$ cat config.mk
export PLATFORM = sky130hd
export DESIGN_NAME = weighted_round_robin_scheduler
export DESIGN_NICKNAME = d
export VERILOG_FILES = /design/src/hw/rtl/wrr_pkg.sv /design/src/hw/rtl/wrr_wrap_unit.sv /design/src/hw/rtl/weighted_round_robin_scheduler.sv
export SDC_FILE = /design/constraint.sdc
export NUM_CORES = 1
export LEC_CHECK = 0
export ABC_AREA = 0
export BUFFER_PORTS_ARGS = -buffer_cell sky130_fd_sc_hd__buf_4
export CORE_ASPECT_RATIO = 0.6
export CORE_UTILIZATION = 47
export CTS_BUF_LIST = sky130_fd_sc_hd__clkbuf_2 sky130_fd_sc_hd__clkbuf_4 sky130_fd_sc_hd__clkbuf_8
export CTS_CLUSTER_DIAMETER = 50
export DETAILED_ROUTE_END_ITERATION = 8
export GPL_ROUTABILITY_DRIVEN = 0
export GPL_TIMING_DRIVEN = 0
export PLACE_DENSITY = 0.64
export SLEW_MARGIN = 30
export SYNTH_ARGS = -nofsm -noshare
export SYNTH_HDL_FRONTEND = slang
export SYNTH_SLANG_ARGS = --single-unit
$ cat constraint.sdc
create_clock -name clk_i -period 5.6 [get_ports clk_i]
set_clock_uncertainty 0.15 [all_clocks]
set_input_delay 1.12 -clock clk_i [delete_from_list [all_inputs] [get_ports clk_i]]
set_output_delay 1.12 -clock clk_i [all_outputs]
set_load 0.03 [all_outputs]
$ cat src/hw/rtl/wrr_pkg.sv
// ----------------------------------------------------------------------------
// wrr_pkg
// Shared types and constants of the weighted round-robin scheduler.
// ----------------------------------------------------------------------------
package wrr_pkg;

  localparam int unsigned KIND_W      = 2;
  localparam int unsigned IDX_W       = 2;
  localparam int unsigned ACTIVE_W    = 3;
  localparam int unsigned WEIGHT_W    = 8;
  localparam int unsigned CREDIT_W    = 8;
  localparam int unsigned CFG_IDX_W   = 3;
  localparam int unsigned CFG_DATA_W  = 8;
  localparam int unsigned WEIGHT_REGS = 4;

  localparam logic [CFG_IDX_W-1:0] CFG_ACTIVE  = 3'd0;
  localparam logic [CFG_IDX_W-1:0] CFG_WEIGHT0 = 3'd1;

  localparam logic [ACTIVE_W-1:0] ACTIVE_RESET = 3'd4;
  localparam logic [WEIGHT_W-1:0] WEIGHT_RESET = 8'd1;

  typedef enum logic [KIND_W-1:0] {
    KIND_ENQUEUE  = 2'd0,
    KIND_DEQUEUE  = 2'd1,
    KIND_CLEAR    = 2'd2,
    KIND_RESERVED = 2'd3
  } kind_e;

  typedef enum logic [1:0] {
    ST_IDLE,
    ST_START,
    ST_SCAN,
    ST_WRAP
  } state_e;

endpackage

$ cat src/hw/rtl/wrr_wrap_unit.sv
// ----------------------------------------------------------------------------
// wrr_wrap_unit
// Shared compare and subtract step that wraps the queue pointer into the
// rotation.
// ----------------------------------------------------------------------------
module wrr_wrap_unit #(
  parameter int unsigned CW = 4
) (
  input  logic [CW-1:0] val_i,
  input  logic [CW-1:0] n_i,
  output logic [CW-1:0] red_o,
  output logic          in_range_o
);

  always_comb begin
    if (val_i >= n_i) begin
      red_o = val_i - n_i;
    end else begin
      red_o = val_i;
    end
    in_range_o = (red_o < n_i);
  end

endmodule

$ cat src/hw/rtl/weighted_round_robin_scheduler.sv
// Enqueue, clear and reserved kinds: taken in the cycle of the transfer.
// Dequeue: a credit update step, then a scan step per queue visited (up to active
//   count plus one) and a wrap step per further subtraction when the pointer lies
//   outside the rotation; result registered.
// Input stalls until the result register loads; a stalled result holds the last scan.
// Reset: counts, credits and pointer zero, weights one, active count four.
// ----------------------------------------------------------------------------
// weighted_round_robin_scheduler
// Weighted round-robin packet scheduler with saturating per-queue counts.
// ----------------------------------------------------------------------------
module weighted_round_robin_scheduler #(
  parameter int unsigned QUEUES     = 4,
  parameter int unsigned COUNT_BITS = 16
) (
  input  logic                             clk_i,
  input  logic                             rst_ni,
  input  logic                             cfg_we_i,
  input  logic [wrr_pkg::CFG_IDX_W-1:0]    cfg_index_i,
  input  logic [wrr_pkg::CFG_DATA_W-1:0]   cfg_wdata_i,
  input  logic                             in_valid_i,
  output logic                             in_stall_o,
  input  logic [wrr_pkg::KIND_W-1:0]       kind_i,
  input  logic [wrr_pkg::IDX_W-1:0]        queue_index_i,
  output logic                             out_valid_o,
  input  logic                             out_stall_i,
  output logic                             found_o,
  output logic [wrr_pkg::IDX_W-1:0]        granted_queue_o
);

  localparam int unsigned QW    = $clog2(QUEUES);
  localparam int unsigned CW    = QW + 2;
  localparam int unsigned CFG_Q = (QUEUES < wrr_pkg::WEIGHT_REGS) ? QUEUES
                                                                  : wrr_pkg::WEIGHT_REGS;
  localparam logic [CW-1:0] QUEUES_C = CW'(QUEUES);

  wrr_pkg::state_e state_q, state_d;

  logic [wrr_pkg::ACTIVE_W-1:0] active_q;
  logic [wrr_pkg::WEIGHT_W-1:0] weight_q [QUEUES];
  logic [COUNT_BITS-1:0]        count_q  [QUEUES];
  logic [COUNT_BITS-1:0]        count_d  [QUEUES];
  logic [wrr_pkg::CREDIT_W-1:0] credit_q [QUEUES];
  logic [wrr_pkg::CREDIT_W-1:0] credit_d [QUEUES];
  logic [QW-1:0]                cur_q, cur_d;
  logic [CW-1:0]                n_q, n_d;
  logic [CW-1:0]                i_q, i_d;
  logic [CW-1:0]                p_q, p_d;

  logic                         out_valid_q;
  logic                         found_q;
  logic [wrr_pkg::IDX_W-1:0]    granted_q;
  logic                         out_load;
  logic                         out_found;
  logic                         out_free;

  logic [CW-1:0]                act_n;
  logic [CW-1:0]                active_ext;
  logic [CW-1:0]                mod_val;
  logic [CW-1:0]                mod_red;
  logic                         mod_in_range;
  logic                         adv;
  logic [QW-1:0]                enq_idx;
  logic                         enq_ok;
  logic [QW-1:0]                nxt_idx;
  logic [wrr_pkg::WEIGHT_W-1:0] nxt_weight;

  // active count clamped to the queues present, zero taken as one
  assign active_ext = CW'(active_q);
  always_comb begin
    if (active_ext == '0) begin
      act_n = CW'(1);
    end else if (active_ext > QUEUES_C) begin
      act_n = QUEUES_C;
    end else begin
      act_n = active_ext;
    end
  end

  assign mod_val = (state_q == wrr_pkg::ST_WRAP) ? p_q : CW'(cur_q) + CW'(1);

  wrr_wrap_unit #(
    .CW (CW)
  ) u_wrap (
    .val_i      (mod_val),
    .n_i        (n_q),
    .red_o      (mod_red),
    .in_range_o (mod_in_range)
  );

  assign enq_idx    = QW'(queue_index_i);
  assign enq_ok     = (CW'(queue_index_i) < QUEUES_C);
  assign nxt_idx    = mod_red[QW-1:0];
  assign nxt_weight = weight_q[nxt_idx];
  assign out_free   = !out_valid_q || !out_stall_i;

  always_comb begin
    state_d   = state_q;
    cur_d     = cur_q;
    n_d       = n_q;
    i_d       = i_q;
    p_d       = p_q;
    credit_d  = credit_q;
    count_d   = count_q;
    out_load  = 1'b0;
    out_found = 1'b0;
    adv       = 1'b0;

    case (state_q)
      wrr_pkg::ST_IDLE: begin
        if (in_valid_i) begin
          case (wrr_pkg::kind_e'(kind_i))
            wrr_pkg::KIND_ENQUEUE: begin
              if (enq_ok && (count_q[enq_idx] != '1)) begin
                count_d[enq_idx] = count_q[enq_idx] + COUNT_BITS'(1);
              end
            end
            wrr_pkg::KIND_DEQUEUE: begin
              n_d     = act_n;
              state_d = wrr_pkg::ST_START;
            end
            wrr_pkg::KIND_CLEAR: begin
              for (int k = 0; k < QUEUES; k++) begin
                credit_d[k] = '0;
              end
            end
            default: begin
            end
          endcase
        end
      end
      wrr_pkg::ST_START: begin
        i_d     = '0;
        state_d = wrr_pkg::ST_SCAN;
        if (credit_q[cur_q] == '0) begin
          adv = 1'b1;
        end else begin
          credit_d[cur_q] = credit_q[cur_q] - wrr_pkg::CREDIT_W'(1);
        end
      end
      wrr_pkg::ST_SCAN: begin
        if (i_q == n_q) begin
          if (out_free) begin
            out_load = 1'b1;
            state_d  = wrr_pkg::ST_IDLE;
          end
        end else if (count_q[cur_q] != '0) begin
          if (out_free) begin
            out_load       = 1'b1;
            out_found      = 1'b1;
            count_d[cur_q] = count_q[cur_q] - COUNT_BITS'(1);
            state_d        = wrr_pkg::ST_IDLE;
          end
        end else begin
          credit_d[cur_q] = '0;
          i_d             = i_q + CW'(1);
          adv             = 1'b1;
        end
      end
      wrr_pkg::ST_WRAP: begin
        adv = 1'b1;
      end
      default: begin
        state_d = wrr_pkg::ST_IDLE;
      end
    endcase

    // pointer advance through the shared wrap unit, then credit reload once the pointer is in range
    if (adv) begin
      if (mod_in_range) begin
        cur_d   = nxt_idx;
        state_d = wrr_pkg::ST_SCAN;
        if (nxt_weight == '0) begin
          credit_d[nxt_idx] = '0;
        end else begin
          credit_d[nxt_idx] = nxt_weight - wrr_pkg::WEIGHT_W'(1);
        end
      end else begin
        p_d     = mod_red;
        state_d = wrr_pkg::ST_WRAP;
      end
    end
  end

  always_ff @(posedge clk_i or negedge rst_ni) begin
    if (!rst_ni) begin
      state_q     <= wrr_pkg::ST_IDLE;
      cur_q       <= '0;
      n_q         <= CW'(1);
      i_q         <= '0;
      p_q         <= '0;
      out_valid_q <= 1'b0;
      for (int k = 0; k < QUEUES; k++) begin
        count_q[k]  <= '0;
        credit_q[k] <= '0;
      end
    end else begin
      state_q  <= state_d;
      cur_q    <= cur_d;
      n_q      <= n_d;
      i_q      <= i_d;
      p_q      <= p_d;
      count_q  <= count_d;
      credit_q <= credit_d;
      if (out_load) begin
        out_valid_q <= 1'b1;
      end else if (!out_stall_i) begin
        out_valid_q <= 1'b0;
      end
    end
  end

  // result payload
  always_ff @(posedge clk_i) begin
    if (out_load) begin
      found_q <= out_found;
      if (out_found) begin
        granted_q <= wrr_pkg::IDX_W'(cur_q);
      end else begin
        granted_q <= '0;
      end
    end
  end

  // configuration registers
  always_ff @(posedge clk_i or negedge rst_ni) begin
    if (!rst_ni) begin
      active_q <= wrr_pkg::ACTIVE_RESET;
      for (int k = 0; k < QUEUES; k++) begin
        weight_q[k] <= wrr_pkg::WEIGHT_RESET;
      end
    end else if (cfg_we_i) begin
      if (cfg_index_i == wrr_pkg::CFG_ACTIVE) begin
        active_q <= cfg_wdata_i[wrr_pkg::ACTIVE_W-1:0];
      end
      for (int k = 0; k < CFG_Q; k++) begin
        if (cfg_index_i == wrr_pkg::CFG_WEIGHT0 + wrr_pkg::CFG_IDX_W'(k)) begin
          weight_q[k] <= cfg_wdata_i;
        end
      end
    end
  end

  assign in_stall_o      = (state_q != wrr_pkg::ST_IDLE);
  assign out_valid_o     = out_valid_q;
  assign found_o         = found_q;
  assign granted_queue_o = granted_q;

endmodule
After elaboration in Yosys (flattened, before gate mapping) --
Cells that the tools add are included.
Storage, ports and cells: register bits after elaboration 151, input port bits 20, output and inout port bits 5, word-level logic and storage cells 162
Operators by class: add/subtract/negate cells 7, $lt $le $gt $ge 9, equality and inequality tests 22, muxes and demuxes 67, bitwise gates (word level) 8, reduce and logical (&&, ||, !) cells 28
Operator list (count):
- 2-to-1 mux 64 bit | 6
- 2-to-1 mux 32 bit | 8
- bitwise mux 64 bit | 2
- case mux 64 bit (2 select lines) | 1
- 2-to-1 mux 16 bit | 6
- case mux 32 bit (3 select lines) | 1
- bitwise AND 32 bit | 2
- binary-select mux 16 bit (select 2 bit) | 2
- bitwise mux 32 bit | 2
- demux 16 bit (select 2 bit) | 2
- inverter 32 bit | 2
- 2-to-1 mux 8 bit | 6
- binary-select mux 8 bit (select 2 bit) | 2
- demux 8 bit (select 2 bit) | 2
- 2-to-1 mux 4 bit | 5
- adder 16 x 1 -> 16 bit, second input constant | 1
- logical NOT 8 bit | 2
- inequality test 16 bit, second input constant | 1
- nonzero test 16 bit | 1
- subtractor 16 x 1 -> 16 bit, second input constant | 1
- subtractor 8 x 1 -> 8 bit, second input constant | 2
- inequality test 2 bit, second input constant | 7
- AND reduction 2 bit | 7
- 2-to-1 mux 1 bit | 12
- 36 further kinds | 58

Longest topological paths before layout --
Gate-level depths: netlist (run 1).
depth in word-level cells 14, depth in mapped cells 21, depth with buffers taken out 16

Modules after synthesis --
Synthesis (run 1) repeated with hierarchy kept, for this count alone.
Unflattened totals: cell total of the unflattened synthesis 845, area, all modules 9472.8 sq um
Modules (own cells, without submodules):
- weighted_round_robin_scheduler | times used 1, cells each 805, area each 9171.3 sq um, sequential area each 3776.1 sq um
- wrr_wrap_unit | times used 1, cells each 40, area each 301.5 sq um, sequential area each 0.0 sq um

Worst setup path before layout (run 1) --
OpenSTA, ideal clock, no wires.
path type reg2reg, start point register cur_q[0], end point register credit_q[11] in the netlist's numbering, library setup time 0.080 ns, arrival time 4.984 ns, required time 5.370 ns, slack 0.385 ns, cell stages (with the launch flop) 20, period minus slack after synthesis 5.215 ns, path through dfrtp_1 > buf_6 > buf_2 > buf_2 > inv_1 > ha_1 > mux2i_1 > inv_1 > ha_1 > a21bo_2 > a21oi_1 > mux2_2 > inv_2 > buf_1 > ha_1 > a21boi_0 > o21ai_0 > nand3_4 > nor3_4 > mux2i_1
RTL lines:
- start, declared | line weighted_round_robin_scheduler.sv:44 | logic [QW-1:0] cur_q, cur_d;
- start signal, assigned | line weighted_round_robin_scheduler.sv:198 | cur_q <= cur_d;
- end signal, assigned | line weighted_round_robin_scheduler.sv:203 | credit_q <= credit_d;
- end, declared | line weighted_round_robin_scheduler.sv:42 | logic [wrr_pkg::CREDIT_W-1:0] credit_q [QUEUES];

==> flow_metrics.env, run 1 <==
export IMPL_synthTopCellsByCount="dfrtp_1 (141), nand2_1 (69), o22ai_1 (67), a22o_1 (65), mux2i_1 (52)"
export IMPL_clock_power_share_pct=12.1
export IMPL_comb_power_share_pct=63.2
export IMPL_worstPathMaxFanout=19
export IMPL_ys_flop_type="dfrtp_1"
export IMPL_worstSetupPathType="flip-flop to flip-flop"
export IMPL_synth_most_common_cell="dfrtp_1"
export IMPL_p_sw_w=0.00359
export IMPL_die_y_um=112
export IMPL_cts_sinks=150
export IMPL_pre_cts_ws_ns=-1.23
export IMPL_synth_area_leaders="dfrtp_1 (37%), mux4_2 (9.1%), a22o_1 (6.0%)"
export IMPL_numCtsBuffers=17
export IMPL_cts_root_buf="clkbuf_8"
export IMPL_syn_inst=883
export IMPL_cts_max_level=4
export IMPL_yosysTopAreaCell="dfrtp_1"
export IMPL_r2r_slack_ns=0.25
export IMPL_synth_top_area_share_pct=37.4
export IMPL_antenna_found_initial=0
export IMPL_wl_um=28500
export IMPL_portBuffers=23
export IMPL_crit_required_ns=5.80
export IMPL_std_cell_rows=39
export IMPL_drc=0
export IMPL_maxSlewViolCount=0
export IMPL_r2r_end="credit_q[2]$_DFF_PN0_"
export IMPL_hold_viol=0
export IMPL_endpoint_kind="flip-flop"
export IMPL_hpwl_um=20800
export IMPL_area_growth_pct=11.4
export IMPL_grt_use_total_pct=29.1
export IMPL_yosysWarnings=0
export IMPL_grt_setup_unrepaired="yes"
export IMPL_ant_nets=0
export IMPL_max_freq_ghz=0.187
export IMPL_cp_arrival_ns=5.55
export IMPL_pin_count=25
export IMPL_grt_pass1_wl_um=44700
export IMPL_worst_r2r_startpoint="cur_q[1]$_DFFE_PN0P_"
export IMPL_wl_per_cell_um=23.6
export IMPL_min_from="weight_q[31]$_DFFE_PN0P_"
export IMPL_grt_max_degree=80
export IMPL_setup_violations=0
export IMPL_intPower_w=0.00378
export IMPL_total_power_w=0.00737
export IMPL_synth_area_um2=9440
export IMPL_cp_start_kind="flip-flop"
export IMPL_post_route_min_period_ns=5.35
export IMPL_synth_seq_cells=150
export IMPL_fin_nets=968
export IMPL_post_route_util_pct=54.4
export IMPL_maxSlewHeadroom_pct=41.4
export IMPL_worst_hold_path_type="flip-flop to flip-flop"
export IMPL_whs_path_depth=1
export IMPL_diodes=0
export IMPL_grt_pass1_vias=7442
export IMPL_async_reset_ff_share_pct=98.0
export IMPL_ctsHoldBuffers=0
export IMPL_worst_slack_ns=0.254
export IMPL_totalNegativeSetupSlack_ns=0
export IMPL_grt_remaining_overflow=0
export IMPL_syn_nets=924
export IMPL_fp_dieArea_um2=20700
export IMPL_p_per_area_nw_per_um2=700
export IMPL_hold_path_endpoint="weight_q[31]$_DFFE_PN0P_"
export IMPL_cts_tree="yes"
export IMPL_placed_area_um2=9990
export IMPL_final_layout_size_suffix_gt1_share_pct=20.3
export IMPL_synth_edf_count=3
export IMPL_die_w_um=185
export IMPL_fin_crit_sh_pct=95.5
export IMPL_r2r_cells=19
export IMPL_worst_pin_slew_ns=0.878
export IMPL_drv_cap=0
export IMPL_start_util_pct=48.9
export IMPL_power_frac_seq_pct=24.7
export IMPL_clk_latency_ns=0.48
export IMPL_firstDrtPassIters=6
export IMPL_status="completed"
export IMPL_swShare_pct=48.7
export IMPL_leakage_nw=4.25
export IMPL_num_vias=7941
export IMPL_synth_area_per_cell_um2=10.7
export IMPL_viasPerCell=6.58
export IMPL_final_area_um2=10500
export IMPL_vdd_drop_max_mv=0.299
export IMPL_synth_distinct_cells=66
export IMPL_max_clock_path_buffers=2
export IMPL_dr_first_iter_drc_count=968
export IMPL_clk_pin_slew_ns=0.09
export IMPL_core_area_um2=19300
export IMPL_synth_seq_area_share_pct=40.0
## layout make-up
cell class / count / area, µm²
Clock buffer: 22 / 278
Timing Repair Buffer: 29 / 283
Buffer: 47 / 229
Tap cell: 266 / 333
Multi-Input combinational cell: 656 / 5390
Sequential cell: 150 / 3780
Fill cell: 1781 / 8800
Clock inverter: 10 / 129
Inverter: 26 / 98.8
## how the worst max path moves through the flow
stage | startpoint | endpoint | slack (ns) | depth (start not counted)
CTS | cur_q[0]$_DFFE_PN0P_ | credit_q[20]$_DFF_PN0_ | 0.03 | 19
detailed placement | cur_q[1]$_DFFE_PN0P_ | credit_q[2]$_DFF_PN0_ | -1.23 | 19
finish | cur_q[1]$_DFFE_PN0P_ | credit_q[2]$_DFF_PN0_ | 0.25 | 19
global route | cur_q[1]$_DFFE_PN0P_ | credit_q[18]$_DFF_PN0_ | -0.005 | 19
global placement | cur_q[1]$_DFFE_PN0P_ | credit_q[7]$_DFF_PN0_ | -1.19 | 19
floorplan | cur_q[0]$_DFFE_PN0P_ | credit_q[11]$_DFF_PN0_ | 0.39 | 19
## state kept, by name (all words and copies together) (netlist names)
| register | flops |
|---|---|
| active_q | 3 |
| count_q | 64 |
| credit_q | 32 |
| cur_q | 2 |
| found_o | 1 |
| granted_queue_o | 2 |
| i_q | 4 |
| n_q | 3 |
| out_valid_o | 1 |
| p_q | 4 |
| state_q | 2 |
| weight_q | 32 |
## logic make-up (layout without fill, tap and decap cells)
group                      count (synthesis)  after routing  share of synthesized area (%)
buffers and inverters                     77            134                           3.38
and+or+nand+nor                          217            217                           12.1
DFF                                      150            150                           40.0
xor gates and xnor gates                  41             41                           3.80
AOI/OAI and AO/OA                        242            242                           17.9
muxes                                    135            135                           19.9
adders and majority gates                 21             21                           2.86
## worst max-delay path: stages, from the launching register on
cell and delay [ns]:
dfrtp_1 0.37, clkbuf_4 0.26, buf_6 0.28, inv_1 0.20, ha_1 0.34, mux2i_2 0.26
inv_1 0.08, ha_1 0.36, nor2b_1 0.07, o21ai_0 0.23, a21o_2 0.28, buf_4 0.26
mux2i_1 0.32, mux2i_4 0.17, inv_1 0.13, ha_1 0.20, or4b_2 0.58, clkbuf_1 0.25
nand2_1 0.27, mux2i_1 0.12
## stage by stage
stage,hold WS [ns],instances
finish,0.362,1206
global route,0.378,1206
CTS,0.363,1207
detailed placement,0.344,1173
global placement,0.338,1172
floorplan,0.323,883
## power by group through the flow
stage                     clock (W)  sequential (W)  combinational [W]
after detailed placement          0         0.00182            0.00437
after global routing       0.000959         0.00187            0.00501
final                      0.000894         0.00182            0.00465
after CTS                  0.000909         0.00180            0.00444
after global placement            0         0.00181            0.00432
after floorplan                   0         0.00173            0.00327
## layout by cell type, fill, tap and decap left out, types with 17 or more instances in the layout
cell type	count
mux2i_1	48
dfrtp_1	140
mux2_2	45
mux4_2	38
a21oi_1	41
o22ai_1	67
nor2_1	47
a22o_1	65
clkbuf_1	30
xnor2_1	28
nor4_1	17
ha_1	20
inv_1	24
clkbuf_8	18
buf_4	27
nand2_1	69
## layer usage
layer	up-vias	GRT usage [%]	wire length, µm
li1	3458	-	-
met3	25	11.7	3820
met5	-	0	0
met2	523	33.2	10400
met4	0	6.28	223
met1	3935	48.4	14000
## timing repair
action                     4_1_cts  5_1_grt
gates resized for setup         11       15
cloned                           0        0
setup buffers                    5        0
setup endpoints to repair       39       35
pin swaps                        4        0
Note: power is estimated with default switching activity, not from simulation.
==> inputs of run 2 (changes only) <==
Clock period 5.6 ns to 6.11 ns, I/O delays scaled along.
==> run 2 against run 1 <==
  * First-iteration DRC count up 7.9%
  * Register-to-register slack better by 0.20 ns
  * Highest routed layer unchanged
  * Routed wire length up 0.46%
  * Flip-flop and latch count unchanged
  * Largest cell class unchanged
==> flow_metrics.env, run 2 (synthesized netlist as in run 1, its figures left out) <==
export IMPL_worstSetupPathType="flip-flop to flip-flop"
export IMPL_p_per_area_nw_per_um2=641
export IMPL_cts_max_level=4
export IMPL_fp_dieArea_um2=20700
export IMPL_start_util_pct=48.9
export IMPL_grt_pass1_vias=7442
export IMPL_core_area_um2=19300
export IMPL_diodes=0
export IMPL_grt_use_total_pct=29.1
export IMPL_worstPathMaxFanout=19
export IMPL_final_area_um2=10500
export IMPL_firstDrtPassIters=5
export IMPL_worst_slack_ns=0.453
export IMPL_max_clock_path_buffers=2
export IMPL_maxSlewViolCount=0
export IMPL_ctsHoldBuffers=0
export IMPL_totalNegativeSetupSlack_ns=0
export IMPL_grt_met1_usage_pct=48.3
export IMPL_grt_busiest_layer="met1"
export IMPL_max_freq_ghz=0.177
export IMPL_n_fill_cell=1786
export IMPL_hold_viol=0
export IMPL_portBuffers=23
export IMPL_cp_start_kind="flip-flop"
export IMPL_worst_hold_path_type="flip-flop to flip-flop"
export IMPL_final_cell_mix="dfrtp_1 (141), nand2_1 (69), o22ai_1 (67)"
export IMPL_swShare_pct=48.9
export IMPL_vdd_drop_max_mv=0.273
export IMPL_std_cell_rows=39
export IMPL_area_growth_pct=11.2
export IMPL_drc=0
export IMPL_status="completed"
export IMPL_use_met2_pct=33.3
export IMPL_die_w_um=185
export IMPL_cts_sinks=150
export IMPL_multi_input_area_um2=5380
export IMPL_grt_pass1_wl_um=44700
export IMPL_largest_reg_flops=64
export IMPL_endpoint_kind="flip-flop"
export IMPL_layout_commonest_cell="dfrtp_1"
export IMPL_clock_power_share_pct=12.2
export IMPL_pin_count=25
export IMPL_viasPerCell=6.53
export IMPL_pre_cts_ws_ns=-0.724
export IMPL_cts_root_buf="clkbuf_8"
export IMPL_drv_cap=0
export IMPL_clk_pin_slew_ns=0.09
export IMPL_numCtsBuffers=17
export IMPL_post_route_min_period_ns=5.66
export IMPL_crit_required_ns=6.36
export IMPL_comb_power_share_pct=63.1
export IMPL_fin_crit_sh_pct=92.6
export IMPL_largest_register="count_q"
export IMPL_p_sw_w=0.00330
export IMPL_hpwl_um=20800
export IMPL_leakage_nw=4.25
export IMPL_placed_area_um2=9990
export IMPL_worst_pin_slew_ns=0.809
export IMPL_num_vias=7880
export IMPL_wl_per_cell_um=23.7
export IMPL_final_layout_size_suffix_gt1_share_pct=20.0
export IMPL_seqCellArea_um2=3780
export IMPL_cts_tree="yes"
export IMPL_grt_remaining_overflow=0
export IMPL_fin_nets=969
export IMPL_grt_setup_unrepaired="no"
export IMPL_maxSlewHeadroom_pct=45.5
export IMPL_antenna_found_initial=0
export IMPL_dr_first_iter_drc_count=1044
export IMPL_setup_violations=0
export IMPL_clk_latency_ns=0.48
export IMPL_total_power_w=0.00673
export IMPL_ant_nets=0
export IMPL_intPower_w=0.00344
export IMPL_die_y_um=112
export IMPL_grt_use_met3_pct=11.8
export IMPL_grt_max_degree=80
export IMPL_power_frac_seq_pct=24.7
export IMPL_reg_top3="count_q x64, credit_q x32, weight_q x32"
export IMPL_cp_arrival_ns=5.91
export IMPL_wl_um=28600
## run 2: per-layer routing
layer / vias up / share of wire, %
met5: - / 0
met4: 0 / 1.0
met3: 28 / 13
met2: 485 / 36
met1: 3900 / 49
li1: 3467 / -
## run 2: through the flow
step	utilization [%]	cells	hold slack (ns)
after global placement	51.5	1172	0.338
final	54.3	1207	0.362
after detailed placement	51.7	1173	0.344
after global routing	54.3	1207	0.378
after floorplan	-	883	0.323
after CTS	54.0	1207	0.363
## run 2: area by class of cell
type	count	area share (%)
tap	266	3.17
buffer	48	2.11
timing repair buffer	29	2.69
clock buffer	22	2.65
inverter	26	0.929
multi-input combinational	656	51.3
sequential	150	36.0
clock inverter	10	1.23
## run 2: worst paths after layout
path	startpoint	to	slack (ns)	depth (start not counted)
worst max-delay path	cur_q[1]$_DFFE_PN0P_	credit_q[12]$_DFF_PN0_	0.45	19
worst min-delay path	weight_q[31]$_DFFE_PN0P_	weight_q[31]$_DFFE_PN0P_	0.36	1
worst max register to register	cur_q[1]$_DFFE_PN0P_	credit_q[12]$_DFF_PN0_	0.45	19
worst min register to register	weight_q[31]$_DFFE_PN0P_	weight_q[31]$_DFFE_PN0P_	0.36	1
max in group asynchronous	rst_ni	n_q[0]$_DFFE_PN1P_	4.39	2
min in group asynchronous	rst_ni	count_q[39]$_DFFE_PN0P_	0.57	1
## run 2: power by group through the flow
stage | logic, W | clock network (W) | registers [W]
global route | 0.00456 | 0.000879 | 0.00171
global placement | 0.00396 | 0 | 0.00166
finish | 0.00425 | 0.000821 | 0.00167
CTS | 0.00405 | 0.000833 | 0.00165
floorplan | 0.00300 | 0 | 0.00159
detailed placement | 0.00401 | 0 | 0.00167
## run 2: worst max-delay path, stage by stage, from the launching register on
cell and delay (ns):
dfrtp_1 0.38, clkbuf_2 0.33, buf_4 0.40, inv_1 0.23
ha_1 0.34, mux2i_1 0.30, inv_1 0.08, ha_1 0.35
a21bo_2 0.24, a21oi_1 0.26, mux2_2 0.43, inv_2 0.24
clkbuf_4 0.32, ha_1 0.26, a21boi_0 0.14, o21ai_1 0.26
nand3_4 0.22, nor3_4 0.24, buf_4 0.20, mux2i_1 0.19
## run 2: timing repair
item,CTS,global route
endpoints found under the setup margin,39,35
setup buffers,3,2
gates resized for setup,6,8
pin swaps,2,2
==> inputs of run 3 (changes only) <==
Settings changed: MAX_ROUTING_LAYER set to met4.
==> run 3 against run 2 <==
  * Routed wire length about the same
  * Register-to-register slack worse by 0.03 ns
  * Combinational power barely moved
  * Core utilization stayed put
  * Clock-buffer cell count unchanged
  * Critical path depth is the same
  * Power increased by 0.11%
  * Sequential share of layout area stayed put
==> flow_metrics.env, run 3 (synthesized netlist as in run 1, its figures left out) <==
export IMPL_maxSlewHeadroom_pct=42.0
export IMPL_layout_commonest_cell="dfrtp_1"
export IMPL_area_growth_pct=11.2
export IMPL_wl_um=28600
export IMPL_vdd_drop_max_mv=0.276
export IMPL_pin_count=25
export IMPL_worstSetupPathType="flip-flop to flip-flop"
export IMPL_final_layout_size_suffix_gt1_share_pct=20.0
export IMPL_grt_busiest_layer="met1"
export IMPL_cp_start_kind="flip-flop"
export IMPL_grt_setup_unrepaired="no"
export IMPL_post_route_min_period_ns=5.69
export IMPL_seqCellArea_um2=3780
export IMPL_grt_met1_usage_pct=48.6
export IMPL_final_area_um2=10500
export IMPL_die_w_um=185
export IMPL_largest_register="count_q"
export IMPL_clk_latency_ns=0.48
export IMPL_numCtsBuffers=17
export IMPL_cts_sinks=150
export IMPL_total_power_w=0.00674
export IMPL_post_route_util_pct=54.3
export IMPL_path_delay_family="buffers and inverters"
export IMPL_die_y_um=112
export IMPL_start_util_pct=48.9
export IMPL_totalNegativeSetupSlack_ns=0
export IMPL_cts_root_buf="clkbuf_8"
export IMPL_grt_pass1_vias=7442
export IMPL_worst_path_buf_inv=7
export IMPL_n_fill_cell=1786
export IMPL_grt_remaining_overflow=0
export IMPL_setup_violations=0
export IMPL_worst_hold_path_type="flip-flop to flip-flop"
export IMPL_ctsHoldBuffers=0
export IMPL_largest_reg_flops=64
export IMPL_maxSlewViolCount=0
export IMPL_drv_cap=0
export IMPL_crit_required_ns=6.30
export IMPL_diodes=0
export IMPL_max_clock_path_buffers=2
export IMPL_multi_input_area_um2=5380
export IMPL_status="completed"
export IMPL_reg_top3="count_q x64, credit_q x32, weight_q x32"
export IMPL_clk_pin_slew_ns=0.09
export IMPL_worstPathMaxFanout=19
export IMPL_cp_cell_sequence="clkbuf_2, buf_4, inv_1, ha_1, mux2i_1, inv_1, ha_1, nor2b_1, o21ai_0, a21o_2, buf_4, mux2i_1, mux2i_4, inv_1, ha_1, or4b_2, clkbuf_1, o21ai_1, mux2i_1"
export IMPL_cts_tree="yes"
export IMPL_hpwl_um=20800
export IMPL_drc=0
export IMPL_placed_area_um2=9990
export IMPL_antenna_found_initial=0
export IMPL_cts_max_level=4
export IMPL_cp_arrival_ns=5.88
export IMPL_wl_per_cell_um=23.7
export IMPL_fin_crit_sh_pct=93.1
export IMPL_leakage_nw=4.25
export IMPL_grt_pass1_wl_um=44700
export IMPL_grt_use_met3_pct=11.7
export IMPL_max_freq_ghz=0.176
export IMPL_use_met2_pct=33.0
export IMPL_cpPeakStageDelay_ns=0.58
export IMPL_grt_max_degree=80
export IMPL_firstDrtPassIters=5
export IMPL_endpoint_kind="flip-flop"
export IMPL_num_vias=7874
export IMPL_fp_dieArea_um2=20700
export IMPL_worst_pin_slew_ns=0.870
export IMPL_grt_use_total_pct=30.0
export IMPL_std_cell_rows=39
export IMPL_ant_nets=0
export IMPL_p_per_area_nw_per_um2=642
export IMPL_fin_nets=969
export IMPL_cpMaxStageDelayCell="or4b_2"
export IMPL_portBuffers=23
export IMPL_hold_viol=0
export IMPL_viasPerCell=6.52
export IMPL_core_area_um2=19300
export IMPL_dr_first_iter_drc_count=1019
export IMPL_final_cell_mix="dfrtp_1 (141), nand2_1 (69), o22ai_1 (67)"
==> run 3: cell counts in the layout (fill, tap and decap cells not counted) <==
No cell type changed its count.
==> run 3: area by class of cell <==
type / count / share of cell area (%)
flip-flops and latches: 150 / 36.0
multi-input cells: 656 / 51.3
inverters: 26 / 0.929
clock inverters: 10 / 1.23
repair buffers: 29 / 2.69
well taps: 266 / 3.17
clock buffers: 22 / 2.65
plain buffers: 48 / 2.11
==> run 3: worst reg2reg max path, stage by stage (launching register included) <==
cell and delay, ns:
dfrtp_1 0.38, clkbuf_2 0.33, buf_4 0.40, inv_1 0.23, ha_1 0.34, mux2i_1 0.31
inv_1 0.09, ha_1 0.36, nor2b_1 0.07, o21ai_0 0.23, a21o_2 0.28, buf_4 0.26
mux2i_1 0.33, mux2i_4 0.18, inv_1 0.14, ha_1 0.20, or4b_2 0.58, clkbuf_1 0.23
o21ai_1 0.31, mux2i_1 0.15
==> run 3: path summary, 6_finish.rpt <==
kind                                 startpoint                       end  slack, ns  depth (start not counted)
setup / recovery           cur_q[1]$_DFFE_PN0P_    credit_q[20]$_DFF_PN0_       0.42                         19
hold / removal               p_q[2]$_DFFE_PN0P_        p_q[2]$_DFFE_PN0P_       0.36                          1
setup reg to reg           cur_q[1]$_DFFE_PN0P_    credit_q[20]$_DFF_PN0_       0.42                         19
hold reg to reg              p_q[2]$_DFFE_PN0P_        p_q[2]$_DFFE_PN0P_       0.36                          1
max in group asynchronous                rst_ni  weight_q[24]$_DFFE_PN1P_       4.42                          2
min in group asynchronous                rst_ni   count_q[39]$_DFFE_PN0P_       0.57                          1
==> run 3: through the flow <==
step / std cells / setup slack [ns] / hold slack (ns)
2_1_floorplan: 883 / 0.895 / 0.323
3_5_place_dp: 1173 / -0.724 / 0.344
4_1_cts: 1207 / 0.00201 / 0.363
3_3_place_gp: 1172 / -0.679 / 0.338
6_report: 1207 / 0.419 / 0.360
5_1_grt: 1207 / 0.0969 / 0.378
==> run 3: layer usage <==
layer  part of all wire, %  wire length, µm  up-vias
li1                      -                -     3460
met1                    49            14000     3910
met5                     0                0        -
met3                    13             3830       17
met2                    37            10500      487
met4                  0.69              197        0
==> run 3: power breakdown <==
group | total (W) | internal, W | leakage, nW | switching (W)
sequential | 0.00167 | 0.00137 | 1.85 | 0.000294
combinational | 0.00425 | 0.00164 | 2.18 | 0.00262
clock | 0.000822 | 0.000429 | 0.214 | 0.000393
total | 0.00674 | 0.00344 | 4.25 | 0.00330
==> run 3: timing repair <==
item | 4_1_cts | 5_1_grt
resized for setup | 6 | 8
pin swaps | 2 | 2
setup buffers | 3 | 2
setup endpoints to repair | 39 | 35
